**src/design/bnd_pkg.sv**
```systemverilog
// Shared types, constants and arithmetic helpers for the Bayer demosaic block.
`timescale 1ns / 1ps

package bnd_pkg;

  localparam int PIX_W      = 8;
  localparam int SUM_W      = 10;
  localparam int ROW_W      = 12;
  localparam int CFG_IDX_W  = 1;
  localparam int CFG_DATA_W = 12;
  localparam int POS_W      = 2;

  localparam int MAX_WIDTH_DEF = 2048;

  localparam logic [ROW_W-1:0] ROW_WIDTH_RESET = 12'd640;

  // x / 3 == (x * 683) >> 11 for every x below 2048
  localparam int DIV3_MUL   = 683;
  localparam int DIV3_SHIFT = 11;
  localparam int DIV3_PW    = 21;

  localparam logic [CFG_IDX_W-1:0] REG_PATTERN   = 1'd0;
  localparam logic [CFG_IDX_W-1:0] REG_ROW_WIDTH = 1'd1;

  localparam logic [POS_W-1:0] POS_UL = 2'd0;
  localparam logic [POS_W-1:0] POS_UR = 2'd1;
  localparam logic [POS_W-1:0] POS_LL = 2'd2;
  localparam logic [POS_W-1:0] POS_LR = 2'd3;

  typedef enum logic [1:0] {
    KIND_SKIP,
    KIND_STORE,
    KIND_HOLD,
    KIND_QUAD
  } kind_t;

  typedef struct packed {
    kind_t kind;
  } pix_ctl_t;

  typedef struct packed {
    logic [PIX_W-1:0] red;
    logic [PIX_W-1:0] blue;
    logic [PIX_W-1:0] g_mean;
    logic [PIX_W-1:0] g_ur;
    logic [PIX_W-1:0] g_ll;
  } quad_t;

  function automatic logic [SUM_W-1:0] pix_sum(input logic [PIX_W-1:0] b,
                                               input logic [PIX_W-1:0] g,
                                               input logic [PIX_W-1:0] r);
    pix_sum = SUM_W'(b) + SUM_W'(g) + SUM_W'(r);
  endfunction

  function automatic logic [PIX_W-1:0] div3(input logic [SUM_W-1:0] x);
    logic [DIV3_PW-1:0] p;
    p = DIV3_PW'(x) * DIV3_PW'(DIV3_MUL);
    div3 = p[DIV3_SHIFT +: PIX_W];
  endfunction

endpackage

```
**src/design/bnd_emit.sv**
```systemverilog
// Result sequencer: plays out the four pixels of a quad, one per accepted item.
`timescale 1ns / 1ps

module bnd_emit (
  input  logic                      clk,
  input  logic                      rst_n,
  input  logic                      q_valid,
  output logic                      q_ready,
  input  bnd_pkg::quad_t            quad,
  output logic                      out_valid,
  input  logic                      out_ready,
  output logic [bnd_pkg::PIX_W-1:0] out_red,
  output logic [bnd_pkg::PIX_W-1:0] out_green,
  output logic [bnd_pkg::PIX_W-1:0] out_blue,
  output logic [bnd_pkg::POS_W-1:0] out_pos,
  output logic                      out_last
);

  logic                      busy_r;
  logic [bnd_pkg::POS_W-1:0] pos_r;
  bnd_pkg::quad_t            quad_r;
  logic                      out_fire, done;

  assign out_fire = busy_r && out_ready;
  assign done     = out_fire && (pos_r == bnd_pkg::POS_LR);
  assign q_ready  = !busy_r || done;

  always_ff @(posedge clk) begin
    if (!rst_n) begin
      busy_r <= 1'b0;
      pos_r  <= bnd_pkg::POS_UL;
    end else if (q_valid && q_ready) begin
      busy_r <= 1'b1;
      pos_r  <= bnd_pkg::POS_UL;
    end else if (done) begin
      busy_r <= 1'b0;
      pos_r  <= bnd_pkg::POS_UL;
    end else if (out_fire) begin
      pos_r  <= pos_r + bnd_pkg::POS_W'(1);
    end
  end

  always_ff @(posedge clk) begin
    if (q_valid && q_ready) begin
      quad_r <= quad;
    end
  end

  always_comb begin
    unique case (pos_r)
      bnd_pkg::POS_UR: out_green = quad_r.g_ur;
      bnd_pkg::POS_LL: out_green = quad_r.g_ll;
      default:         out_green = quad_r.g_mean;
    endcase
  end

  assign out_valid = busy_r;
  assign out_red   = quad_r.red;
  assign out_blue  = quad_r.blue;
  assign out_pos   = pos_r;
  assign out_last  = (pos_r == bnd_pkg::POS_LR);

endmodule

```
**config.mk**
```make
export PLATFORM = sky130hd
export DESIGN_NAME = bnd_emit
export DESIGN_NICKNAME = d
export VERILOG_FILES = /design/src/design/bnd_pkg.sv /design/src/design/bnd_emit.sv
export SDC_FILE = /design/constraint.sdc
export NUM_CORES = 1
export LEC_CHECK = 0
export ABC_AREA = 1
export BUFFER_PORTS_ARGS = -buffer_cell sky130_fd_sc_hd__buf_2
export CORE_AREA = 10 10 77 63
export CTS_BUF_LIST = sky130_fd_sc_hd__clkbuf_8
export DETAILED_ROUTE_END_ITERATION = 8
export DIE_AREA = 0 0 87 73
export PLACE_DENSITY_LB_ADDON = 0.3
export REMOVE_ABC_BUFFERS = 1
export SLEW_MARGIN = 20
export SYNTH_ARGS = -nofsm -noshare
export SYNTH_HDL_FRONTEND = slang
export SYNTH_SLANG_ARGS = --single-unit
```
**constraint.sdc**
```tcl
create_clock -name clk -period 6.7 [get_ports clk]
set_input_delay 0.335 -clock clk [delete_from_list [all_inputs] [get_ports clk]]
set_output_delay 0.335 -clock clk [all_outputs]
set_load 0.03 [all_outputs]
```
==> metrics, run 1 <==
mapped cell area=1665 sq um; Switch Pwr=0.1258 mW; critical path class=reg -> out; largest area contributor in the netlist=edfxtp_1; Worst Reg-to-Reg Cells=4; setup ws final=around 4.6 ns; CP arrival=1.79 ns; Pint=roughly 0.40 mW; initial cell density of the core=between 40% and 50%; WL/cell=about 16 microns; die area=roughly 6400 sq um; Hold Crit Class=in -> reg; Worst slew margin=roughly 54%; Slew Limit Fails=0; 1st-iter DRT viols=between 40 and 50; Seq/Total Area, Yosys=about three quarters; total clock sinks=between 40 and 50; CORE AREA=between 3000 and 4000 sq um; area of the multi-input gates=between 200 and 300 sq um; commonest cells in the netlist=edfxtp_1 (40), a21oi_1 (17), buf_4 (16); startpoint types=flip-flop; area occupied by registers=1261 sq um; yosys warns=0; Final period util=31.72%; outcome=finished, final reports clean; Cell Pwr Density=about 260 nW/um^2; combinational share of power=12.8%; Worst Path Required=around 6.4 ns; H-tree Lvls=2; Die Wd=approximately 87 microns; total CTS buffers=5; Port-buffer cells=72; Routed WL=~3400 microns; placer congestion estimate=between 0.7 and 0.8; initial antenna violation count=0; Cells on Worst Hold Path=1; first-pass GRT wire length=approximately 5300 microns; worst skew pair latency=0.28 ns; async set-reset flop share out of synthesis=0%; Final nets=about 220; Final Hold Viols=0; clock buffer depth=2; EDFF count, synth=40; Mapped Cells=roughly 110; total I/O pin count=73; CTS tree=done; cts repair resizes=0; Crit Path Max Fanout=9; synth unique cells=15; CP Buf/Inv Count=3; via count=1,044; area delta synth->final=23.52%; largest cells by area after synthesis=edfxtp_1 (72%), buf_4 (7.2%), a21oi_1 (5.1%), dfxtp_1 (3.6%), nand2_1 (2.7%); Reg power frac=between 50% and 60%; post-route setup TNS=0 ns; Leakage=0.8725 nW; # fillers=about 290; share of the synthesized area in the top cell type=72.13%; Avg Cell Area, Syn=between 10 and 15 sq um; slowest CP cell=ha_1; Crit path max-delay family=adder cells; Initial DRT Pass Iterations=5; CP endpoint kind=output pin; Max Fclk=approximately 0.47 GHz; Worst path depth=6; top-count cell post-synth=edfxtp_1; critical-path cell list=inv_1 > ha_1 > inv_6 > nor2_1 > a21oi_1 > buf_2; ys flop type=edfxtp_1; min Tclk post-route=between 2 and 2.5 ns; register clock-pin slew on the reported worst setup and hold paths=approximately 0.070 ns; Worst-Margin Slew=slightly below 0.7 ns; Via-to-Cell Ratio=approximately 4.8; antenna cells=0; Max VDD drop=approximately 170 uV; Sw Share=23.75%; Global Route Usage Sum=between 10% and 20%; register bit total from synthesis=43; Root Buffer=clkbuf_8; die height=approximately 73 microns; max_cap viols=0; setup bufs post-CTS=0; Setup Skew=between 0.003 and 0.004 ns; RSZ-0062 raised after global routing=no; Cell Rows=19; total congestion overflow=0; Remaining DRCs=0; dpl ws=4.542 ns; final hold slack=about 0.22 ns; largest net degree at the start of global routing=41; share of cells above drive strength 1=~46%; clock share of power=between 20% and 30%; number of global-route vias before repair=1,198; final setup fails=0; post-route ant nets=0; Hold Buf Count CTS=0; max incr delay on CP=about 0.46 ns; final HPWL from detailed placement=roughly 2600 microns
path summary, 6_finish.rpt:
path	slack (ns)	from	to
max reg2reg	4.79	out_pos[0]	quad_r[16]
max	4.57	out_pos[0]	out_green[1]
min reg2reg	0.60	out_pos[1]	out_pos[1]
min	0.22	quad[9]	quad_r[9]
state kept, by name, summed over array words and instances (netlist names):
| register | cells |
|---|---|
| out_blue | 8 |
| out_pos | 2 |
| out_red | 8 |
| out_valid | 1 |
| quad_r | 24 |
placed cells by master, fill, tap and decap left out, types with 2 or more instances in the layout:
cell,count
nand2_1,12
buf_2,72
nor2_1,10
clkbuf_8,5
nand3_1,2
edfxtp_1,40
inv_1,6
dfxtp_1,3
a21oi_1,16
ha_1,3
power groups by stage:
stage                     clock, mW  combinational, mW  sequential (mW)
final                         0.147             0.0678            0.315
after global routing          0.164             0.0744            0.316
after CTS                     0.152             0.0666            0.315
after detailed placement          0             0.0664            0.321
after global placement            0             0.0650            0.321
after floorplan                   0             0.0256            0.334
per-layer routing:
metal	vias up	track usage, %	part of all wire [%]
met2	41	19.17	50
met5	-	0	0
li1	505	-	-
met3	6	5.915	9.6
met4	0	4.309	1.6
met1	492	10.32	38
final cells by class:
class | count | area share (%)
Sequential cell | 43 | 61.31
Clock inverter | 3 | 0.6083
Multi-Input combinational cell | 47 | 12.17
Tap cell | 42 | 2.555
Inverter | 5 | 1.156
Clock buffer | 5 | 3.346
Timing Repair Buffer | 73 | 18.86
logic make-up (layout without fill, tap and decap cells):
logic type               after synthesis  in the layout  synth area share (%)
AO/OA/AOI/OAI                         19             19                 6.011
adder cells (fa/ha/maj)                3              3                 2.254
buffers and inverters                 24             86                 9.917
XOR/XNOR                               1              1                0.5260
AND/OR/NAND/NOR                       24             24                 5.560
flip-flops                            43             43                 75.73
per-stage QoR:
stage | total power [mW] | util (%) | instance area [sq um] | std cells
after floorplan | 0.3592 | - | 1524 | 95
after global placement | 0.3855 | 56.52 | 1948 | 209
after detailed placement | 0.3878 | 56.52 | 1948 | 209
after CTS | 0.5339 | 58.87 | 2029 | 217
after global routing | 0.5545 | 59.67 | 2057 | 218
final | 0.5295 | 59.67 | 2057 | 218
Note: power is estimated with default switching activity, not from simulation.
==> run 2, diff against run 1 <==
--- a/config.mk
+++ b/config.mk
@@ -5,12 +5,12 @@
 export SDC_FILE = /design/constraint.sdc
 export NUM_CORES = 1
 export LEC_CHECK = 0
-export ABC_AREA = 1
+export ABC_AREA = 0
 export BUFFER_PORTS_ARGS = -buffer_cell sky130_fd_sc_hd__buf_2
-export CORE_AREA = 10 10 77 63
+export CORE_AREA = 10 10 80 65
 export CTS_BUF_LIST = sky130_fd_sc_hd__clkbuf_8
 export DETAILED_ROUTE_END_ITERATION = 8
-export DIE_AREA = 0 0 87 73
+export DIE_AREA = 0 0 90 75
 export PLACE_DENSITY_LB_ADDON = 0.3
 export REMOVE_ABC_BUFFERS = 1
 export SLEW_MARGIN = 20
==> constraint.sdc (replaced) <==
create_clock -name clk -period 2 [get_ports clk]
set_input_delay 0.1 -clock clk [delete_from_list [all_inputs] [get_ports clk]]
set_output_delay 0.1 -clock clk [all_outputs]
set_load 0.03 [all_outputs]
==> metrics, run 2 <==
outcome=finished, final reports clean; max_cap viols=0; Final Hold Viols=0; max reg flops=24; Worst Reg-to-Reg Cells=4; synth unique cells=20; Hold Crit Class=in -> reg; mapped cell area=between 1500 and 2000 sq um; Die Wd=around 90 microns; register bit total from synthesis=43; Final period util=between 90 and 100%; Mapped Cells=103; Top reg by flops=quad_r; worst r2r src=out_pos[0]; initial antenna violation count=0; reg2reg end=out_blue[1]; WL/cell=16.97 microns; most common cell after layout, fill and taps aside=buf_2; Port-buffer cells=72; Post-Layout Inst Area=around 2500 sq um; largest cells by area after synthesis=edfxtp_1 (72%), buf_4 (7.2%), dfxtp_1 (3.6%), a22oi_1 (3.6%), ha_1 (2.2%); Final nets=about 250; top-count cell post-synth=edfxtp_1; largest net degree at the start of global routing=32; setup bufs post-CTS=0; initial cell density of the core=between 40% and 50%; Worst Path Required=about 1.9 ns; Slew Limit Fails=0; first-pass GRT wire length=6851 microns; # fillers=roughly 240; share of the synthesized area in the top cell type=between 70% and 80%; critical path class=reg -> out; Seq/Total Area, Yosys=approximately 75%; fin util=a little over two thirds; yosys warns=0; post-route ant nets=0; Initial DRT Pass Iterations=4; Max VDD drop=534.4 uV; Cells on Worst Hold Path=2; min Tclk post-route=1.812 ns; Routed WL=between 4000 and 5000 microns; via count=1,178; worst skew pair latency=between 0.2 and 0.3 ns; Worst-Margin Slew=roughly 0.39 ns; CP endpoint kind=output pin; total I/O pin count=73; ys flop type=edfxtp_1; RSZ-0062 raised after global routing=no; CORE AREA=~3600 sq um; Placed Instances=roughly 210; Root Buffer=clkbuf_8; Worst slew margin=between 70 and 80%; antenna cells=0; Layout Cells excl Fill=roughly 260; total congestion overflow=0; CP arrival=about 1.7 ns; Cell Area, Placed=about 2000 sq um; 1st-iter DRT viols=72; area delta synth->final=49.55%; clock buffer depth=2; H-tree Lvls=2; startpoint types=flip-flop; Global Route Usage Sum=12.90%; commonest cells in the netlist=edfxtp_1 (40), buf_4 (16), nand2_1 (9); Avg Cell Area, Syn=between 15 and 20 sq um; largest area contributor in the netlist=edfxtp_1; Remaining DRCs=0; Via-to-Cell Ratio=4.584; number of global-route vias before repair=1,347; async set-reset flop share out of synthesis=0%; final setup fails=0; final HPWL from detailed placement=2846 microns; total power=roughly 2.0 mW; EDFF count, synth=40; Cell Pwr Density=about 800 nW/um^2; Setup Skew=around 0.0042 ns; placer congestion estimate=a little under 0.8; register clock-pin slew on the reported worst setup and hold paths=approximately 0.07 ns; Crit Path Max Fanout=17; setup slack, reg-to-reg=0.31 ns; die area=roughly 6800 sq um; final hold slack=between 0.08 and 0.09 ns; CTS tree=done; Leakage=a little over 1 nW; die height=about 75 microns; hold wc startpoint=q_valid; share of cells above drive strength 1=between 40% and 50%; total CTS buffers=5; Max Fclk=roughly 0.55 GHz; most frequent cells in the layout=buf_2 (72), dlygate4sd3_1 (40), edfxtp_1 (40); total clock sinks=between 40 and 50; Cell Rows=19; WHS Endpoint=out_valid
[run 2: logic make-up (layout without fill, tap and decap cells)]
logic type	count (synthesis)	in the layout	share of synthesized area (%)
DFF	43	43	75.45
buffers and inverters	22	124	8.757
muxes	1	1	0.6736
and+or+nand+nor	14	14	4.940
adders and majority gates	3	3	2.246
AOI/OAI and AO/OA	20	20	7.934
[run 2: per-stage QoR]
stage / setup slack [ns] / setup TNS (ns)
finish: 0.1876 / 0
CTS: 0.07666 / 0
global route: 0.03309 / 0
floorplan: -1.409 / -56.36
detailed placement: 0.3037 / 0
global placement: 0.4291 / 0
[run 2: area by class of cell]
| type | count | area (sq um) | area share [%] |
|---|---|---|---|
| multi-input cells | 38 | 274.0 | 10.96 |
| flip-flops and latches | 43 | 1261 | 50.45 |
| repair buffers | 113 | 780.7 | 31.23 |
| well taps | 52 | 65.06 | 2.603 |
| clock buffers | 5 | 68.82 | 2.753 |
| inverters | 3 | 11.26 | 0.4505 |
| clock inverters | 3 | 38.79 | 1.552 |
[run 2: timing repair]
action / CTS / global route
hold buffers: 38 / 2
endpoints found under the hold margin: 38 / 2
setup endpoints to repair: 0 / 8
resized for setup: 0 / 1
[run 2: worst max path at each step]
stage          startpoint           end  slack (ns)  cells past startpoint
2_1_floorplan  out_pos[0]   out_blue[0]       -1.41                      3
3_3_place_gp   out_pos[0]   out_blue[5]        0.43                      4
3_5_place_dp   out_pos[0]   out_blue[2]        0.30                      4
4_1_cts        out_pos[0]  out_green[7]        0.08                      5
5_1_grt        out_pos[0]  out_green[3]        0.03                      5
6_report       out_pos[0]  out_green[2]        0.19                      5
[run 2: worst max-delay path: stages, from the launching register on]
cell,delay [ns]
dfxtp_1,0.43
inv_1,0.07
ha_2,0.51
nand2_1,0.09
o21ai_0,0.10
buf_2,0.23
[run 2: routing by layer]
layer	track usage, %	up-vias	share of wire (%)
li1	-	570	-
met1	14.29	553	42
met2	22.51	53	49
met3	5.760	2	8.6
met4	3.697	0	0.55
met5	0	-	0
[run 2: where the power goes]
group | switching [mW] | internal [mW]
Clock | 0.275 | 0.365
Combinational | 0.155 | 0.126
Sequential | 0.0152 | 1.04
Total | 0.445 | 1.53
