`config.mk`:
```
export PLATFORM = sky130hd
export DESIGN_NAME = bnd_raster
export DESIGN_NICKNAME = d
export VERILOG_FILES = /design/src/design/bnd_pkg.sv /design/src/design/bnd_raster.sv
export SDC_FILE = /design/constraint.sdc
export NUM_CORES = 1
export LEC_CHECK = 0
export ABC_CLOCK_PERIOD_IN_PS = 3500
export BUFFER_PORTS_ARGS = -buffer_cell sky130_fd_sc_hd__buf_4
export CAP_MARGIN = 20
export CORE_MARGIN = 1.5
export CORE_UTILIZATION = 40
export DETAILED_ROUTE_END_ITERATION = 16
export HOLD_SLACK_MARGIN = 0.06
export PLACE_DENSITY = 0.75
export SYNTH_ARGS = -nofsm -noshare
export SYNTH_HDL_FRONTEND = slang
export SYNTH_SLANG_ARGS = --single-unit
```
`constraint.sdc`:
```
create_clock -name clk -period 3.5 [get_ports clk]
set_input_delay 1.05 -clock clk [delete_from_list [all_inputs] [get_ports clk]]
set_output_delay 1.05 -clock clk [all_outputs]
set_load 0.02 [all_outputs]
```
`src/design/bnd_pkg.sv`:
```
// Shared types, constants and arithmetic helpers for the Bayer demosaic block.
`timescale 1ns / 1ps

package bnd_pkg;

  localparam int PIX_W      = 8;
  localparam int SUM_W      = 10;
  localparam int ROW_W      = 12;
  localparam int CFG_IDX_W  = 1;
  localparam int CFG_DATA_W = 12;
  localparam int POS_W      = 2;

  localparam int MAX_WIDTH_DEF = 2048;

  localparam logic [ROW_W-1:0] ROW_WIDTH_RESET = 12'd640;

  // x / 3 == (x * 683) >> 11 for every x below 2048
  localparam int DIV3_MUL   = 683;
  localparam int DIV3_SHIFT = 11;
  localparam int DIV3_PW    = 21;

  localparam logic [CFG_IDX_W-1:0] REG_PATTERN   = 1'd0;
  localparam logic [CFG_IDX_W-1:0] REG_ROW_WIDTH = 1'd1;

  localparam logic [POS_W-1:0] POS_UL = 2'd0;
  localparam logic [POS_W-1:0] POS_UR = 2'd1;
  localparam logic [POS_W-1:0] POS_LL = 2'd2;
  localparam logic [POS_W-1:0] POS_LR = 2'd3;

  typedef enum logic [1:0] {
    KIND_SKIP,
    KIND_STORE,
    KIND_HOLD,
    KIND_QUAD
  } kind_t;

  typedef struct packed {
    kind_t kind;
  } pix_ctl_t;

  typedef struct packed {
    logic [PIX_W-1:0] red;
    logic [PIX_W-1:0] blue;
    logic [PIX_W-1:0] g_mean;
    logic [PIX_W-1:0] g_ur;
    logic [PIX_W-1:0] g_ll;
  } quad_t;

  function automatic logic [SUM_W-1:0] pix_sum(input logic [PIX_W-1:0] b,
                                               input logic [PIX_W-1:0] g,
                                               input logic [PIX_W-1:0] r);
    pix_sum = SUM_W'(b) + SUM_W'(g) + SUM_W'(r);
  endfunction

  function automatic logic [PIX_W-1:0] div3(input logic [SUM_W-1:0] x);
    logic [DIV3_PW-1:0] p;
    p = DIV3_PW'(x) * DIV3_PW'(DIV3_MUL);
    div3 = p[DIV3_SHIFT +: PIX_W];
  endfunction

endpackage

```
`src/design/bnd_raster.sv`:
```
// Column and row tracking: classifies each pixel and gives its line store address.
`timescale 1ns / 1ps

module bnd_raster #(
  parameter int MAX_WIDTH = bnd_pkg::MAX_WIDTH_DEF
) (
  input  logic                         clk,
  input  logic                         rst_n,
  input  logic                         in_fire,
  input  logic                         frame_start,
  input  logic [bnd_pkg::ROW_W-1:0]    row_width,
  output bnd_pkg::pix_ctl_t            ctl,
  output logic [$clog2(MAX_WIDTH)-1:0] col
);

  localparam int AW = $clog2(MAX_WIDTH);
  localparam int LW = $clog2(MAX_WIDTH + 1);
  localparam int CW = (LW > bnd_pkg::ROW_W) ? LW : bnd_pkg::ROW_W;

  logic [AW-1:0] col_r, col_nxt, col_eff;
  logic          odd_r, odd_nxt, odd_eff;
  logic [CW-1:0] rw_ext, limit_c;
  logic [LW-1:0] limit, width, col_ext, col_inc;
  logic          used;

  always_comb begin
    rw_ext = CW'(row_width);
    priority if (rw_ext < CW'(2)) begin
      limit_c = CW'(2);
    end else if (rw_ext > CW'(MAX_WIDTH)) begin
      limit_c = CW'(MAX_WIDTH);
    end else begin
      limit_c = rw_ext;
    end
    limit = limit_c[LW-1:0];
    width = {limit[LW-1:1], 1'b0};
  end

  assign col_eff = frame_start ? '0 : col_r;
  assign odd_eff = frame_start ? 1'b0 : odd_r;
  assign col_ext = LW'(col_eff);
  assign col_inc = col_ext + LW'(1);
  assign used    = col_ext < width;

  always_comb begin
    priority if (!used) begin
      ctl.kind = bnd_pkg::KIND_SKIP;
    end else if (!odd_eff) begin
      ctl.kind = bnd_pkg::KIND_STORE;
    end else if (!col_eff[0]) begin
      ctl.kind = bnd_pkg::KIND_HOLD;
    end else begin
      ctl.kind = bnd_pkg::KIND_QUAD;
    end
  end

  always_comb begin
    if (col_inc >= limit) begin
      col_nxt = '0;
      odd_nxt = ~odd_eff;
    end else begin
      col_nxt = col_inc[AW-1:0];
      odd_nxt = odd_eff;
    end
  end

  always_ff @(posedge clk) begin
    if (!rst_n) begin
      col_r <= '0;
      odd_r <= 1'b0;
    end else if (in_fire) begin
      col_r <= col_nxt;
      odd_r <= odd_nxt;
    end
  end

  assign col = col_eff;

endmodule

```
==> impl_metrics.env, run 1 <==
export IMPL_status="finished, violations left"
export IMPL_failed_checks="setup timing"
export IMPL_clk_path_buf_depth=2
export IMPL_startpoint="row_width[11]"
export IMPL_syn_area_um2=1320
export IMPL_grt_pass1_vias=1646
export IMPL_crit_type="primary input to output port"
export IMPL_area_growth_syn_to_layout_pct=69.5
export IMPL_startpoint_type="primary input"
export IMPL_cts_htree_levels=1
export IMPL_dr_first_iter_drc_count=76
export IMPL_rows=20
export IMPL_die_area_um2=3660
export IMPL_dp_hpwl_um=3310
export IMPL_fin_util_pct=72.3
export IMPL_avgViaCountPerCell=5.93
export IMPL_relSlewSlack_pct=72.2
export IMPL_core_um2=3100
export IMPL_path_common_cell="a211oi_2"
export IMPL_cellLeakagePower_nw=1.04
export IMPL_post_route_drc_count=0
export IMPL_io_pins=29
export IMPL_insertion_delay_ps=270
export IMPL_grt_pass1_wl_um=7180
export IMPL_place_congestion=0.857
export IMPL_hp_class="flop to flop"
export IMPL_cts_tree="built"
export IMPL_critPathArrivalTime_ps=2550
export IMPL_synth_distinct_cells=35
export IMPL_final_setup_worst_slack_ps=-102
export IMPL_antenna_found_initial=0
export IMPL_place_inst=269
export IMPL_finalClockSkew_ps=4.72
export IMPL_power_density_nw_per_um2=158
export IMPL_fmax_mhz=278
export IMPL_final_cell_count_no_fill=280
export IMPL_syn_area_per_cell_um2=8.17
export IMPL_fin_crit_ps=3600
export IMPL_maxCapViolations=0
export IMPL_worst_pin_slew_ps=412
export IMPL_wl_um=5170
export IMPL_port_buffers=28
export IMPL_slowest_stage="a211oi_2"
export IMPL_drive_above_1_share_pct=50.8
export IMPL_holdPathStages=1
export IMPL_vias=1659
export IMPL_fillers=231
export IMPL_grt_total_usage_pct=25.7
export IMPL_ant_nets=0
export IMPL_cts_buffers=3
export IMPL_final_nets=276
export IMPL_diodes=0
export IMPL_wire_per_inst_um=18.5
export IMPL_fp_dieH_um=60.5
export IMPL_syn_nets=200
export IMPL_synthTopCellsByArea="ha_1 21%, dfxtp_1 18%, nor2b_1 8.5%"
export IMPL_crit_required_ps=2450
export IMPL_setup_violations=2
export IMPL_synth_warnings=0
export IMPL_path_max_fanout=4
export IMPL_overflow=0
export IMPL_grt_max_degree=16
export IMPL_synthCells=162
export IMPL_synth_top_area_share_pct=20.8
export IMPL_cts_reportedPaths_clkPinSlew_ps=70
export IMPL_slew_violations=0
export IMPL_reg2reg_from="col_r[0]"
export IMPL_firstDrtPassIters=4
export IMPL_peakVddDrop_v=0.000225
export IMPL_post_synth_top_area_cell="ha_1"
export IMPL_hold_buffers=0
export IMPL_end_kind="output port"
export IMPL_ys_ff_latch=12
export IMPL_finalHoldViolations=0
export IMPL_ctsRootBufferMaster="clkbuf_4"
export IMPL_slowest_delay_ps=270
export IMPL_placed_area_um2=1930
export IMPL_initial_core_util_pct=42.7
export IMPL_period_share_pct=103
export IMPL_rsz0062_at_grt="yes"
export IMPL_seq_area_frac_synth_pct=18.1
export IMPL_numClockSinks=12
export IMPL_fin_total_pwr_mw=0.354
export IMPL_reg2regPathDepth=11
export IMPL_die_w_um=60.5
export IMPL_min_from="col_r[1]"
export IMPL_finalInstanceArea_um2=2240
export IMPL_path_cells="buf_8 -> inv_8 -> buf_6 -> nand2_4 -> ha_4 -> a21o_1 -> a211oi_2 -> a211oi_2 -> nor3_2 -> buf_4"
==> repair_timing <==
item | 4_1_cts | 5_1_grt
gates cloned | 1 | 0
endpoints found under the setup margin | 2 | 14
pin swaps | 12 | 18
resized for setup | 25 | 18
setup buffers | 5 | 2
==> state kept, by name, summed over array words and instances (netlist names) <==
| name | count |
|---|---|
| odd_r | 1 |
| col_r | 11 |
==> metrics by stage <==
stage	setup WS [ps]	TNS, ps	hold slack (ps)
6_report	-102	-148	600
5_1_grt	-151	-532	623
4_1_cts	2.12	0	598
3_5_place_dp	-180	-488	583
3_3_place_gp	-178	-351	544
2_1_floorplan	19.1	0	514
==> worst paths after layout <==
check / to / slack (ps)
setup reg to reg: col_r[3] / 590
hold reg to reg: col_r[1] / 600
hold / removal: col_r[1] / 600
setup / recovery: ctl[1] / -100
==> critical path, delay by kind of cell <==
kind | cells | cell delay [ps]
compound gates | 3 | 610
buf+inv | 4 | 420
fa+ha+maj | 1 | 220
simple gates | 2 | 240
==> cells in the final DEF, fill, tap and decap left out, types with 2 or more instances in the layout <==
master     n
ha_1      15
buf_8      2
a32o_1    11
buf_6      3
and3_1     3
nand2_4    5
inv_1      6
nand2_1    9
nor3_2     2
nor2b_2    5
dfxtp_1   12
nand4_1    3
buf_4     70
nor2_1    12
nor2b_4    4
a21o_1     2
a21oi_1    4
xnor2_1    6
xor2_1     3
o21ai_0    2
nand2_2    2
o21a_1     2
ha_4       7
clkbuf_4   3
nor2b_1    9
a21oi_2    3
nor3_1     4
a211oi_2   3
nand3_1    5
==> final cells by class <==
| type | instances | area (um^2) | share of cell area, % |
|---|---|---|---|
| Multi-Input combinational cell | 137 | 1250 | 55.9 |
| Timing Repair Buffer | 77 | 637 | 28.4 |
| Sequential cell | 12 | 240 | 10.7 |
| Tap cell | 44 | 55.1 | 2.45 |
| Inverter | 7 | 33.8 | 1.51 |
| Clock buffer | 3 | 22.5 | 1.00 |
==> synthesized netlist by cell type <==
master     count
ha_1          22
nor2b_1       18
nand2_1       16
nor2_1        13
dfxtp_1       12
a32o_1        11
inv_1          7
a21oi_1        6
nor3_1         6
xnor2_1        6
nand3_1        5
and3_1         4
a211oi_1       3
clkbuf_1       3
nand4_1        3
o21ai_0        3
xor2_1         3
a21o_1         2
nor4_1         2
o21a_1         2
a2111oi_4      1
a21oi_2        1
a221o_1        1
a31oi_1        1
and2_1         1
and4_1         1
buf_1          1
buf_2          1
buf_6          1
nand2b_1       1
nand2b_4       1
nand4b_1       1
o2111ai_1      1
o211a_1        1
o311ai_2       1
==> cell families (layout without fill, tap and decap cells) <==
group / Yosys count / count (layout) / share of synthesized area (%)
AOI/OAI and AO/OA: 34 / 34 / 22.3
xor gates and xnor gates: 9 / 9 / 5.95
adders and majority gates: 22 / 22 / 20.8
buffers and inverters: 13 / 87 / 4.35
DFF: 12 / 12 / 18.1
and+or+nand+nor: 72 / 72 / 28.5
==> report_power, final <==
group / internal (mW) / total, mW / switching [mW]
sequential: 0.138 / 0.140 / 0.00228
combinational: 0.0680 / 0.131 / 0.0633
clock: 0.0398 / 0.0823 / 0.0425
total: 0.246 / 0.354 / 0.108
==> per-layer routing <==
layer / wire length, um / part of all wire [%] / track usage, %
met1: 2010 / 39 / 28.7
met2: 2730 / 53 / 52.5
met3: 223 / 4.3 / 3.84
met4: 209 / 4.0 / 2.48
met5: 0 / 0 / 0
(Power assumes the default switching activity.)
==> run 2, diff against run 1 <==
--- a/config.mk
+++ b/config.mk
@@ -9,10 +9,10 @@
 export BUFFER_PORTS_ARGS = -buffer_cell sky130_fd_sc_hd__buf_4
 export CAP_MARGIN = 20
 export CORE_MARGIN = 1.5
-export CORE_UTILIZATION = 40
+export CORE_UTILIZATION = 45
 export DETAILED_ROUTE_END_ITERATION = 16
 export HOLD_SLACK_MARGIN = 0.06
-export PLACE_DENSITY = 0.75
+export PLACE_DENSITY = 0.82
 export SYNTH_ARGS = -nofsm -noshare
 export SYNTH_HDL_FRONTEND = slang
 export SYNTH_SLANG_ARGS = --single-unit
==> run 2 against run 1 <==
Compared with the run above:
- the flow still finishes with violations (setup timing)
- clock power is 1% lower
- highest routed layer unchanged
- total power is 3.4% lower
- sequential power hardly changed
- global-route usage is 4.1 points higher
- sequential share of layout area is 0.65 points higher
- clock-buffer cell count stayed put
- wire length is 8.6% lower
- critical endpoint is now ctl[0]
- register-to-register slack better by 110 ps
- clock skew is 2.7 ps lower
- critical path type unchanged
- die area is 11% lower
- design area is 5.7% lower
==> impl_metrics.env, run 2 (synthesis results as in run 1) <==
export IMPL_port_buffers=28
export IMPL_die_w_um=57.2
export IMPL_min_from="col_r[1]"
export IMPL_avgViaCountPerCell=5.90
export IMPL_cts_tree="built"
export IMPL_reg2regPathDepth=11
export IMPL_fin_total_pwr_mw=0.342
export IMPL_dp_hpwl_um=3360
export IMPL_timing_rr_end="col_r[3]"
export IMPL_cellLeakagePower_nw=0.979
export IMPL_cts_buffers=3
export IMPL_insertion_delay_ps=270
export IMPL_numClockSinks=12
export IMPL_startpoint_type="primary input"
export IMPL_grt_total_usage_pct=29.9
export IMPL_hp_class="flop to flop"
export IMPL_drive_above_1_share_pct=47.8
export IMPL_hold_buffers=0
export IMPL_grt_pass1_vias=1723
export IMPL_worst_pin_slew_ps=497
export IMPL_maxCapViolations=0
export IMPL_cts_htree_levels=1
export IMPL_fp_dieH_um=57.2
export IMPL_post_route_drc_count=0
export IMPL_power_density_nw_per_um2=162
export IMPL_period_share_pct=104
export IMPL_crit_type="primary input to output port"
export IMPL_place_congestion=0.868
export IMPL_fmax_mhz=274
export IMPL_grt_max_degree=16
export IMPL_ant_nets=0
export IMPL_reg2reg_from="col_r[0]"
export IMPL_largest_reg_flops=11
export IMPL_setup_violations=3
export IMPL_core_um2=2780
export IMPL_peakVddDrop_v=0.000259
export IMPL_io_pins=29
export IMPL_failed_checks="setup timing"
export IMPL_layout_common_cells="67 x buf_4, 16 x ha_1, 12 x nand2_1, 12 x nor2_1, 12 x dfxtp_1"
export IMPL_critPathArrivalTime_ps=2600
export IMPL_final_nets=272
export IMPL_r2r_setup_slack_ps=700
export IMPL_finalHoldViolations=0
export IMPL_vias=1552
export IMPL_mostFrequentLayoutCell="buf_4"
export IMPL_tns_ps=-299
export IMPL_antenna_found_initial=0
export IMPL_dr_first_iter_drc_count=68
export IMPL_rsz0062_at_grt="yes"
export IMPL_wire_per_inst_um=18.0
export IMPL_initial_core_util_pct=47.6
export IMPL_slew_violations=0
export IMPL_end_kind="output port"
export IMPL_clk_path_buf_depth=2
export IMPL_diodes=0
export IMPL_holdPathStages=1
export IMPL_overflow=0
export IMPL_fin_crit_ps=3650
export IMPL_path_max_fanout=2
export IMPL_status="finished, violations left"
export IMPL_fillers=178
export IMPL_area_growth_syn_to_layout_pct=59.8
export IMPL_regMostFlops="col_r"
export IMPL_finalClockSkew_ps=1.98
export IMPL_worst_hold_path_endpoint="col_r[1]"
export IMPL_firstDrtPassIters=4
export IMPL_cts_reportedPaths_clkPinSlew_ps=70
export IMPL_top_regs="col_r (11), odd_r (1)"
export IMPL_grt_pass1_wl_um=7560
export IMPL_crit_required_ps=2450
export IMPL_die_area_um2=3280
export IMPL_final_setup_worst_slack_ps=-150
export IMPL_relSlewSlack_pct=66.6
export IMPL_ctsRootBufferMaster="clkbuf_4"
export IMPL_rows=19
export IMPL_wl_um=4730
[run 2: critical path: stages]
cell and delay (ps):
buf_4 120, nor4_2 490, buf_4 190, a31oi_1 70
nor2_1 220, a21oi_2 110, nor3_2 180, buf_4 160
[run 2: area by class of cell]
type	instances	area (um^2)	share of cell area, %
inverters	7	30.0	1.42
flip-flops and latches	12	240	11.4
clock buffers	3	22.5	1.06
well taps	31	38.8	1.83
repair buffers	73	587	27.7
multi-input cells	137	1200	56.6
[run 2: through the flow]
step           cells  worst slack, ps  hold WS, ps  cell area, um^2  utilization, %
6_report         263             -150          594             2120            76.1
5_1_grt          263             -249          634             2120            76.1
4_1_cts          262            -47.6          577             2080            74.9
3_5_place_dp     253             -180          560             1890            68.0
3_3_place_gp     253             -168          545             1890            68.0
2_1_floorplan    162             19.1          514             1400               -
[run 2: timing repair]
| item | CTS | global route |
|---|---|---|
| pin swaps | 9 | 0 |
| buffers inserted | 6 | 1 |
| gates resized for setup | 23 | 7 |
| endpoints found under the hold margin | 0 | 0 |
| setup endpoints to repair | 2 | 3 |
[run 2: where the power goes]
part	leakage (nW)	switching, mW	internal (mW)
clock	0.0138	0.0413	0.0398
combinational	0.868	0.0577	0.0627
sequential	0.0970	0.00233	0.138
[run 2: metal layers]
layer,part of all wire [%],GRT usage [%]
met1,38,30.9
met2,53,58.8
met3,4.0,6.35
met4,4.7,9.63
met5,0,0
[run 2: worst max path at each step]
stage / from / to / slack (ps)
CTS: row_width[11] / ctl[0] / -50
detailed placement: row_width[11] / ctl[0] / -180
floorplan: frame_start / ctl[0] / 20
global placement: row_width[11] / ctl[0] / -170
global route: row_width[8] / ctl[0] / -250
finish: row_width[8] / ctl[0] / -150
