## src/design/bnd_pkg.sv

```systemverilog
// Shared types, constants and arithmetic helpers for the Bayer demosaic block.
`timescale 1ns / 1ps

package bnd_pkg;

  localparam int PIX_W      = 8;
  localparam int SUM_W      = 10;
  localparam int ROW_W      = 12;
  localparam int CFG_IDX_W  = 1;
  localparam int CFG_DATA_W = 12;
  localparam int POS_W      = 2;

  localparam int MAX_WIDTH_DEF = 2048;

  localparam logic [ROW_W-1:0] ROW_WIDTH_RESET = 12'd640;

  // x / 3 == (x * 683) >> 11 for every x below 2048
  localparam int DIV3_MUL   = 683;
  localparam int DIV3_SHIFT = 11;
  localparam int DIV3_PW    = 21;

  localparam logic [CFG_IDX_W-1:0] REG_PATTERN   = 1'd0;
  localparam logic [CFG_IDX_W-1:0] REG_ROW_WIDTH = 1'd1;

  localparam logic [POS_W-1:0] POS_UL = 2'd0;
  localparam logic [POS_W-1:0] POS_UR = 2'd1;
  localparam logic [POS_W-1:0] POS_LL = 2'd2;
  localparam logic [POS_W-1:0] POS_LR = 2'd3;

  typedef enum logic [1:0] {
    KIND_SKIP,
    KIND_STORE,
    KIND_HOLD,
    KIND_QUAD
  } kind_t;

  typedef struct packed {
    kind_t kind;
  } pix_ctl_t;

  typedef struct packed {
    logic [PIX_W-1:0] red;
    logic [PIX_W-1:0] blue;
    logic [PIX_W-1:0] g_mean;
    logic [PIX_W-1:0] g_ur;
    logic [PIX_W-1:0] g_ll;
  } quad_t;

  function automatic logic [SUM_W-1:0] pix_sum(input logic [PIX_W-1:0] b,
                                               input logic [PIX_W-1:0] g,
                                               input logic [PIX_W-1:0] r);
    pix_sum = SUM_W'(b) + SUM_W'(g) + SUM_W'(r);
  endfunction

  function automatic logic [PIX_W-1:0] div3(input logic [SUM_W-1:0] x);
    logic [DIV3_PW-1:0] p;
    p = DIV3_PW'(x) * DIV3_PW'(DIV3_MUL);
    div3 = p[DIV3_SHIFT +: PIX_W];
  endfunction

endpackage

```

## src/design/bnd_quad.sv

```systemverilog
// Quad stage: holds the left column of a quad and works out the colors at the right one.
`timescale 1ns / 1ps

module bnd_quad (
  input  logic                      clk,
  input  logic                      rst_n,
  input  logic                      in_fire,
  input  bnd_pkg::pix_ctl_t         ctl,
  input  logic [bnd_pkg::SUM_W-1:0] sum,
  input  logic [bnd_pkg::SUM_W-1:0] rd_data,
  input  logic                      pattern,
  output logic                      ready,
  output logic                      q_valid,
  input  logic                      q_ready,
  output bnd_pkg::quad_t            quad
);

  logic                      a_valid_r, a_quad_r;
  logic [bnd_pkg::SUM_W-1:0] a_sum_r, ul_r, left_r;
  logic                      a_adv, take;
  logic [bnd_pkg::SUM_W:0]   g_pair;
  logic [bnd_pkg::PIX_W-1:0] ul_d3, lr_d3;

  assign a_adv   = a_valid_r && (!a_quad_r || q_ready);
  assign ready   = !a_valid_r || a_adv;
  assign q_valid = a_valid_r && a_quad_r;
  assign take    = in_fire &&
                   (ctl.kind == bnd_pkg::KIND_HOLD || ctl.kind == bnd_pkg::KIND_QUAD);

  always_ff @(posedge clk) begin
    if (!rst_n) begin
      a_valid_r <= 1'b0;
      a_quad_r  <= 1'b0;
      ul_r      <= '0;
      left_r    <= '0;
    end else begin
      if (take) begin
        a_valid_r <= 1'b1;
        a_quad_r  <= (ctl.kind == bnd_pkg::KIND_QUAD);
      end else if (a_adv) begin
        a_valid_r <= 1'b0;
      end
      // latch the left column of the quad
      if (a_adv && !a_quad_r) begin
        ul_r   <= rd_data;
        left_r <= a_sum_r;
      end
    end
  end

  always_ff @(posedge clk) begin
    if (take) begin
      a_sum_r <= sum;
    end
  end

  // UL = held upper sum, UR = line store read, LL = held left sum, LR = this pixel
  always_comb begin
    g_pair      = (bnd_pkg::SUM_W + 1)'(rd_data) + (bnd_pkg::SUM_W + 1)'(left_r);
    ul_d3       = bnd_pkg::div3(ul_r);
    lr_d3       = bnd_pkg::div3(a_sum_r);
    quad.red    = pattern ? lr_d3 : ul_d3;
    quad.blue   = pattern ? ul_d3 : lr_d3;
    quad.g_mean = bnd_pkg::div3(g_pair[bnd_pkg::SUM_W:1]);
    quad.g_ur   = bnd_pkg::div3(rd_data);
    quad.g_ll   = bnd_pkg::div3(left_r);
  end

endmodule

```

## config.mk

```make
export PLATFORM = sky130hd
export DESIGN_NAME = bnd_quad
export DESIGN_NICKNAME = d
export VERILOG_FILES = /design/src/design/bnd_pkg.sv /design/src/design/bnd_quad.sv
export SDC_FILE = /design/constraint.sdc
export NUM_CORES = 1
export LEC_CHECK = 0
export ABC_AREA = 1
export BUFFER_PORTS_ARGS = -buffer_cell sky130_fd_sc_hd__buf_2
export CORE_UTILIZATION = 40
export DETAILED_ROUTE_END_ITERATION = 7
export HOLD_SLACK_MARGIN = 0.12
export PLACE_DENSITY = 0.57
export RECOVER_POWER = 50
export SLEW_MARGIN = 20
export SYNTH_ARGS = -nofsm -noshare
export SYNTH_HDL_FRONTEND = slang
export SYNTH_SLANG_ARGS = --single-unit
```

## constraint.sdc

```tcl
create_clock -name clk -period 8.8 [get_ports clk]
set_clock_uncertainty 0.05 [all_clocks]
set_input_delay 0.44 -clock clk [delete_from_list [all_inputs] [get_ports clk]]
set_output_delay 0.44 -clock clk [all_outputs]
set_load 0.03 [all_outputs]
```

==> results of run 1 <==
==> flip-flops by register name, summed over array words and instances, names as in the netlist <==
name and cells:
a_valid_r 1, ul_r 10, a_sum_r 10, left_r 10
a_quad_r 1
==> logic make-up after synthesis <==
group | share of synthesized area, %
DFF | 6.74
buffers and inverters | 10.8
AOI/OAI and AO/OA | 9.13
xor gates and xnor gates | 3.09
adders and majority gates | 53.1
and+or+nand+nor | 17.2
==> per-layer routing <==
| layer | part of all wire (%) | wire length [microns] |
|---|---|---|
| met1 | 51 | 12600 |
| met2 | 46 | 11500 |
| met5 | 0 | 0 |
| met4 | 1.1 | 285 |
| met3 | 1.8 | 445 |
==> critical path, delay by kind of cell (launching register included) <==
family	cells	cell delay [ns]
AOI/OAI and AO/OA	7	1.09
xor gates and xnor gates	1	0.32
adders and majority gates	7	2.66
buffers and inverters	4	0.42
DFF	1	0.52
and+or+nand+nor	4	0.37
==> final cells by class <==
class / count / area share (%)
timing repair buffer: 69 / 2.88
tap: 341 / 3.59
sequential: 32 / 6.23
inverter: 308 / 9.72
clock buffer: 6 / 1.26
multi-input combinational: 1065 / 76.2
clock inverter: 2 / 0.0947
==> metrics by stage <==
stage | instance area (sq um) | setup slack [ns] | instances
5_1_grt | 11900 | 2.24 | 1823
2_1_floorplan | 11000 | 3.26 | 1413
6_report | 11900 | 2.64 | 1823
4_1_cts | 11900 | 2.63 | 1823
3_5_place_dp | 11700 | 2.81 | 1815
3_3_place_gp | 11700 | 2.92 | 1815
==> worst paths after layout <==
check	slack, ns	to	from
worst max-delay path	2.64	quad[22]	left_r[4]
worst min register to register	0.47	a_quad_r	a_quad_r
worst min-delay path	0.28	a_sum_r[9]	sum[9]
worst max register to register	6.41	left_r[1]	a_valid_r
==> placed cells by master (no fill, tap or decap), types with 11 or more instances in the layout <==
cell	count
o21ai_0	50
xor2_1	20
fa_1	105
a21oi_1	91
dfxtp_1	22
nor3_1	11
nand3_1	67
inv_1	305
nor2_1	73
ha_1	298
xnor2_1	15
nand2_1	255
buf_2	67
nand3b_1	17
o21bai_1	12
==> power by group through the flow <==
stage               Sequential (mW)  Combinational, mW  Clock, mW
floorplan                     0.174               2.59          0
global placement              0.183               3.36          0
detailed placement            0.183               3.37          0
CTS                           0.180               3.40      0.198
global route                  0.181               3.83      0.201
finish                        0.180               3.37      0.193
==> impl_metrics.csv, run 1 <==
group,metric,value,unit
power_and_ir_drop,vdd_drop_max,0.342,mV
timing,rsz0062_at_grt,"false",
critical_path,ff2ff_path_depth,6,
routing,drt_pass1_iterations,5,
job,cap_violations,0,
clock_network,cts-root-buf,"clkbuf_16",
placement,gp_congestion,0.883,
grt,grt_max_degree,32,
routing,wl_per_cell,13.6,microns
grt,track_usage,18.6,%
final_layout,area_growth,8.20,%
power_and_ir_drop,p_sw,2.27,mW
final_layout,multiInputGateArea,0.00906,sq mm
floorplan,fp.dieW,168,microns
grt,first_global_vias,9146,
timing,setup_tns,0,ns
grt,grt_overflow,0,
routing,wl,24800,microns
synthesis,synth_top_area_share,33.9,%
clock_network,cts-resized-gates,0,
floorplan,coreArea,0.0270,sq mm
placement,portBuffers,68,
synthesis,synth_flop_cell,"dfxtp_1",
synthesis,yosysTopAreaCell,"ha_1",
critical_path,required,8.31,ns
critical_path,worstSetupEndpointType,"output port",
routing,antenna_left,0,
final_layout,layout-drive-gt1-share,6.01,%
critical_path,path_cells,"ha_1 -> a21oi_1 -> o21ai_1 -> a21oi_1 -> o21bai_1 -> xor2_1 -> inv_1 -> ha_1 -> ha_1 -> inv_1 -> fa_1 -> inv_1 -> fa_1 -> fa_1 -> ha_1 -> a21oi_1 -> o21ai_0 -> a21oi_1 -> nand2_1 -> nand2_1 -> nand3_1 -> nand2_1 -> buf_2",
clock_network,cts_sinks,32,
critical_path,startpoint_type,"flip-flop",
synthesis,synth.avg_cell_area,7.78,sq um
routing,drc,0,
critical_path,path_class,"flip-flop to output port",
synthesis,synth-edff-count,10,
power_and_ir_drop,power.density,315,mW/mm^2
floorplan,dieHeight,168,microns
final_layout,diodes,0,
routing,vias,8967,
critical_path,cpMaxStageDelayCell,"fa_1",
synthesis,synthTopCellsByArea,"ha_1, fa_1, inv_1",
synthesis,synth_most_common_cell,"inv_1",
synthesis,synth-warning-count,0,
power_and_ir_drop,power,3.74,mW
grt,grt_util_met1,25.3,%
final_layout,nFillCells,2736,
synthesis,netlist_area,0.0110,sq mm
grt,antenna_found_initial,0,
timing,fin_hold_ws,0.281,ns
timing,tightest_slew,1.14,ns
power_and_ir_drop,leakage,7.15,nW
power_and_ir_drop,pwr-share-clk,5.2,%
synthesis,ys_ff_latch,32,
outcome,status,"complete, no violations",
timing,post-route-period-util,70.0,%
synthesis,ys_top_cells_by_count,"inv_1, ha_1, nand2_1",
placement,dp_hpwl,22600,microns
hold_path,hold_depth,1,
grt,grt.busiest_layer,"met2",
clock_network,cts.clk_slew.worst_paths,0.06,ns
timing,slew_headroom,23.7,%
grt,gr-usage-met2,32.6,%
timing,timing.fmax,0.162,GHz
synthesis,synth_cell_type_count,35,
power_and_ir_drop,combPwrFrac,90.1,%
clock_network,worstSkewPairLatency,0.29,ns
floorplan,initial_core_util,40.8,%
grt,use_met3,1.11,%
hold_path,hp-class,"input pin to flip-flop",
timing,setup_viol,0,
floorplan,dieArea,0.0281,sq mm
final_layout,final_core_util,44.1,%
clock_network,htree_levels,2,
clock_network,cts_tree,"yes",
floorplan,rows,60,
timing,drv_slew,0,
grt,grt_pass1_wl,43000,microns
routing,routed_via_density,4.92,
clock_network,cts_setup_buffers,0,
final_layout,regArea,741,sq um
power_and_ir_drop,p_seq_share,4.8,%
synthesis,ys_seq_area_share,6.74,%
power_and_ir_drop,p_int,1.47,mW
clock_network,cts_buffers,5,
synthesis,synth_cells,1413,
clock_network,clock_path_buffers,2,
synthesis,async_reset_ff_share,0,%
clock_network,postCtsHoldBufs,0,
timing,hold_viol,0,
floorplan,ios,69,
timing,fin_crit,6.16,ns
critical_path,max_stage_delay,0.53,ns
critical_path,cp.arrival,5.67,ns
synthesis,syn_nets,1843,
power_and_ir_drop,sw_frac_of_total,60.6,%
final_layout,nNetsFinal,1911,
critical_path,crit_fanout,6,
routing,first_iter_violations,283,
No activity file was read; power rests on OpenSTA's default activity.
==> inputs of run 2 (changes only) <==
==> constraint.sdc (replaced) <==
create_clock -name clk -period 6 [get_ports clk]
set_clock_uncertainty 0.05 [all_clocks]
set_input_delay 0.3 -clock clk [delete_from_list [all_inputs] [get_ports clk]]
set_output_delay 0.3 -clock clk [all_outputs]
set_load 0.03 [all_outputs]
==> run 2 against run 1 <==
Compared with the run above: critical path depth down 3; flip-flop and latch count did not move; clock power up 46%; design area rose by 1.6%; critical path type unchanged; routed wire length grew 0.79%; largest cell class unchanged; sequential power is 46% higher; die area did not move; register-to-register slack worse by 2.9 ns; combinational power rose by 49%; core utilization rose by 0.70 points.
==> impl_metrics.csv, run 2 (synthesized netlist as in run 1, its figures left out) <==
group,metric,value,unit
outcome,status,"complete, no violations",
grt,gr-usage-met2,31.6,%
final_layout,area_growth,9.92,%
hold_path,hp-class,"input pin to flip-flop",
grt,use_met3,1.16,%
routing,wl,25000,microns
job,cap_violations,0,
floorplan,fp.dieW,168,microns
clock_network,postCtsHoldBufs,0,
clock_network,cts-root-buf,"clkbuf_16",
grt,track_usage,18.4,%
placement,placed_cell_area,0.0118,sq mm
timing,slew_headroom,25.4,%
power_and_ir_drop,pwr-share-clk,5.0,%
floorplan,dieArea,0.0281,sq mm
grt,grt_overflow,0,
routing,vias,9020,
placement,portBuffers,68,
clock_network,clock_path_buffers,2,
routing,drt_pass1_iterations,5,
timing,setup_viol,0,
critical_path,worstSetupEndpointType,"output port",
timing,timing.fmax,0.177,GHz
placement,placed_cells,1818,
timing,tightest_slew,1.12,ns
clock_network,cts.clk_slew.worst_paths,0.06,ns
grt,grt_max_degree,32,
final_layout,final_common_cell,"inv_1",
clock_network,htree_levels,2,
final_layout,nNetsFinal,1920,
grt,antenna_found_initial,0,
timing,setup_tns,0,ns
critical_path,path_cells,"ha_4 -> nand2_1 -> o21ai_2 -> a21oi_2 -> buf_4 -> xnor2_1 -> ha_1 -> inv_1 -> fa_1 -> fa_1 -> inv_1 -> fa_1 -> ha_1 -> ha_1 -> a21oi_1 -> o21ai_0 -> a21oi_1 -> nand3_1 -> nand2_1 -> buf_2",
routing,first_iter_violations,360,
placement,pre_cts_slack,0.474,ns
clock_network,cts_sinks,32,
power_and_ir_drop,power.density,461,mW/mm^2
critical_path,path_class,"flip-flop to output port",
timing,final.setup.worst_slack,0.348,ns
clock_network,cts_buffers,5,
grt,grt.busiest_layer,"met2",
placement,dp_hpwl,22500,microns
final_layout,top_regs,"a_sum_r: 10 flops, left_r: 10 flops, ul_r: 10 flops",
final_layout,fin_cells,1832,
power_and_ir_drop,combPwrFrac,90.2,%
final_layout,diodes,0,
floorplan,dieHeight,168,microns
final_layout,nFillCells,2778,
power_and_ir_drop,sw_frac_of_total,60.3,%
critical_path,startpoint_type,"flip-flop",
critical_path,required,5.65,ns
clock_network,cts_tree,"yes",
power_and_ir_drop,p_sw,3.36,mW
final_layout,final_area,0.0121,sq mm
routing,drc,0,
grt,grt_util_met1,25.8,%
final_layout,layout_common_cells,"inv_1, ha_1, nand2_1",
power_and_ir_drop,p_int,2.21,mW
critical_path,cp.arrival,5.30,ns
timing,fin_crit,5.65,ns
final_layout,regArea,749,sq um
floorplan,ios,69,
final_layout,multiInputGateArea,0.00917,sq mm
grt,grt_pass1_wl,42900,microns
timing,drv_slew,0,
critical_path,max_stage_delay,0.49,ns
timing,hold_viol,0,
routing,antenna_left,0,
floorplan,coreArea,0.0270,sq mm
critical_path,crit_fanout,5,
placement,gp_congestion,0.874,
grt,first_global_vias,9081,
clock_network,worstSkewPairLatency,0.28,ns
final_layout,layout-drive-gt1-share,7.71,%
routing,routed_via_density,4.92,
power_and_ir_drop,leakage,7.21,nW
floorplan,initial_core_util,40.8,%
power_and_ir_drop,vdd_drop_max,0.497,mV
critical_path,cpMaxStageDelayCell,"fa_1",
floorplan,rows,60,
timing,post-route-period-util,94.2,%
power_and_ir_drop,p_seq_share,4.7,%
routing,wl_per_cell,13.7,microns
## run 2: cell types whose count changed in the layout (fill, tap and decap cells not counted), sizes merged
cell,change
clkbuf,+1
buf,+8
## run 2: repair_timing
item | 4_1_cts | 5_1_grt
buffers inserted | 0 | 6
gates resized for setup | 0 | 24
setup endpoints to repair | 0 | 8
## run 2: worst paths after layout
kind	startpoint	to	slack, ns	cells after the start
setup / recovery	left_r[3]	quad[23]	0.35	20
hold / removal	sum[8]	a_sum_r[8]	0.14	1
setup reg to reg	a_valid_r	ul_r[0]	3.56	6
hold reg to reg	a_quad_r	a_quad_r	0.46	2
## run 2: cell type report
| cell class | count | share of cell area (%) |
|---|---|---|
| clock inverters | 2 | 0.0932 |
| repair buffers | 78 | 3.41 |
| inverters | 308 | 9.57 |
| flip-flops and latches | 32 | 6.20 |
| well taps | 341 | 3.53 |
| clock buffers | 6 | 1.24 |
| multi-input cells | 1065 | 75.9 |
## run 2: power by group through the flow
stage | Clock, mW | Combinational, mW | Sequential [mW]
2_1_floorplan | 0 | 3.80 | 0.256
3_3_place_gp | 0 | 4.94 | 0.266
3_5_place_dp | 0 | 4.98 | 0.267
4_1_cts | 0.286 | 5.01 | 0.262
5_1_grt | 0.294 | 5.70 | 0.265
6_report | 0.281 | 5.02 | 0.263
## run 2: worst max-delay path, delay by kind of cell (launching register included)
| kind | cells | cell delay, ns |
|---|---|---|
| xor+xnor | 1 | 0.32 |
| buf+inv | 4 | 0.47 |
| flops | 1 | 0.41 |
| simple gates | 3 | 0.28 |
| fa+ha+maj | 7 | 2.62 |
| compound gates | 5 | 0.91 |
## run 2: per-layer routing
metal / wire length [microns] / share of wire (%)
met5: 0 / 0
met1: 12600 / 50
met3: 640 / 2.6
met2: 11600 / 46
met4: 206 / 0.82
## run 2: metrics by stage
step / util, % / power (mW) / hold WS [ns]
2_1_floorplan: - / 4.05 / 0.349
3_3_place_gp: 43.6 / 5.21 / 0.427
3_5_place_dp: 43.6 / 5.25 / 0.428
4_1_cts: 44.2 / 5.56 / 0.136
5_1_grt: 44.8 / 6.26 / 0.137
6_report: 44.8 / 5.56 / 0.140
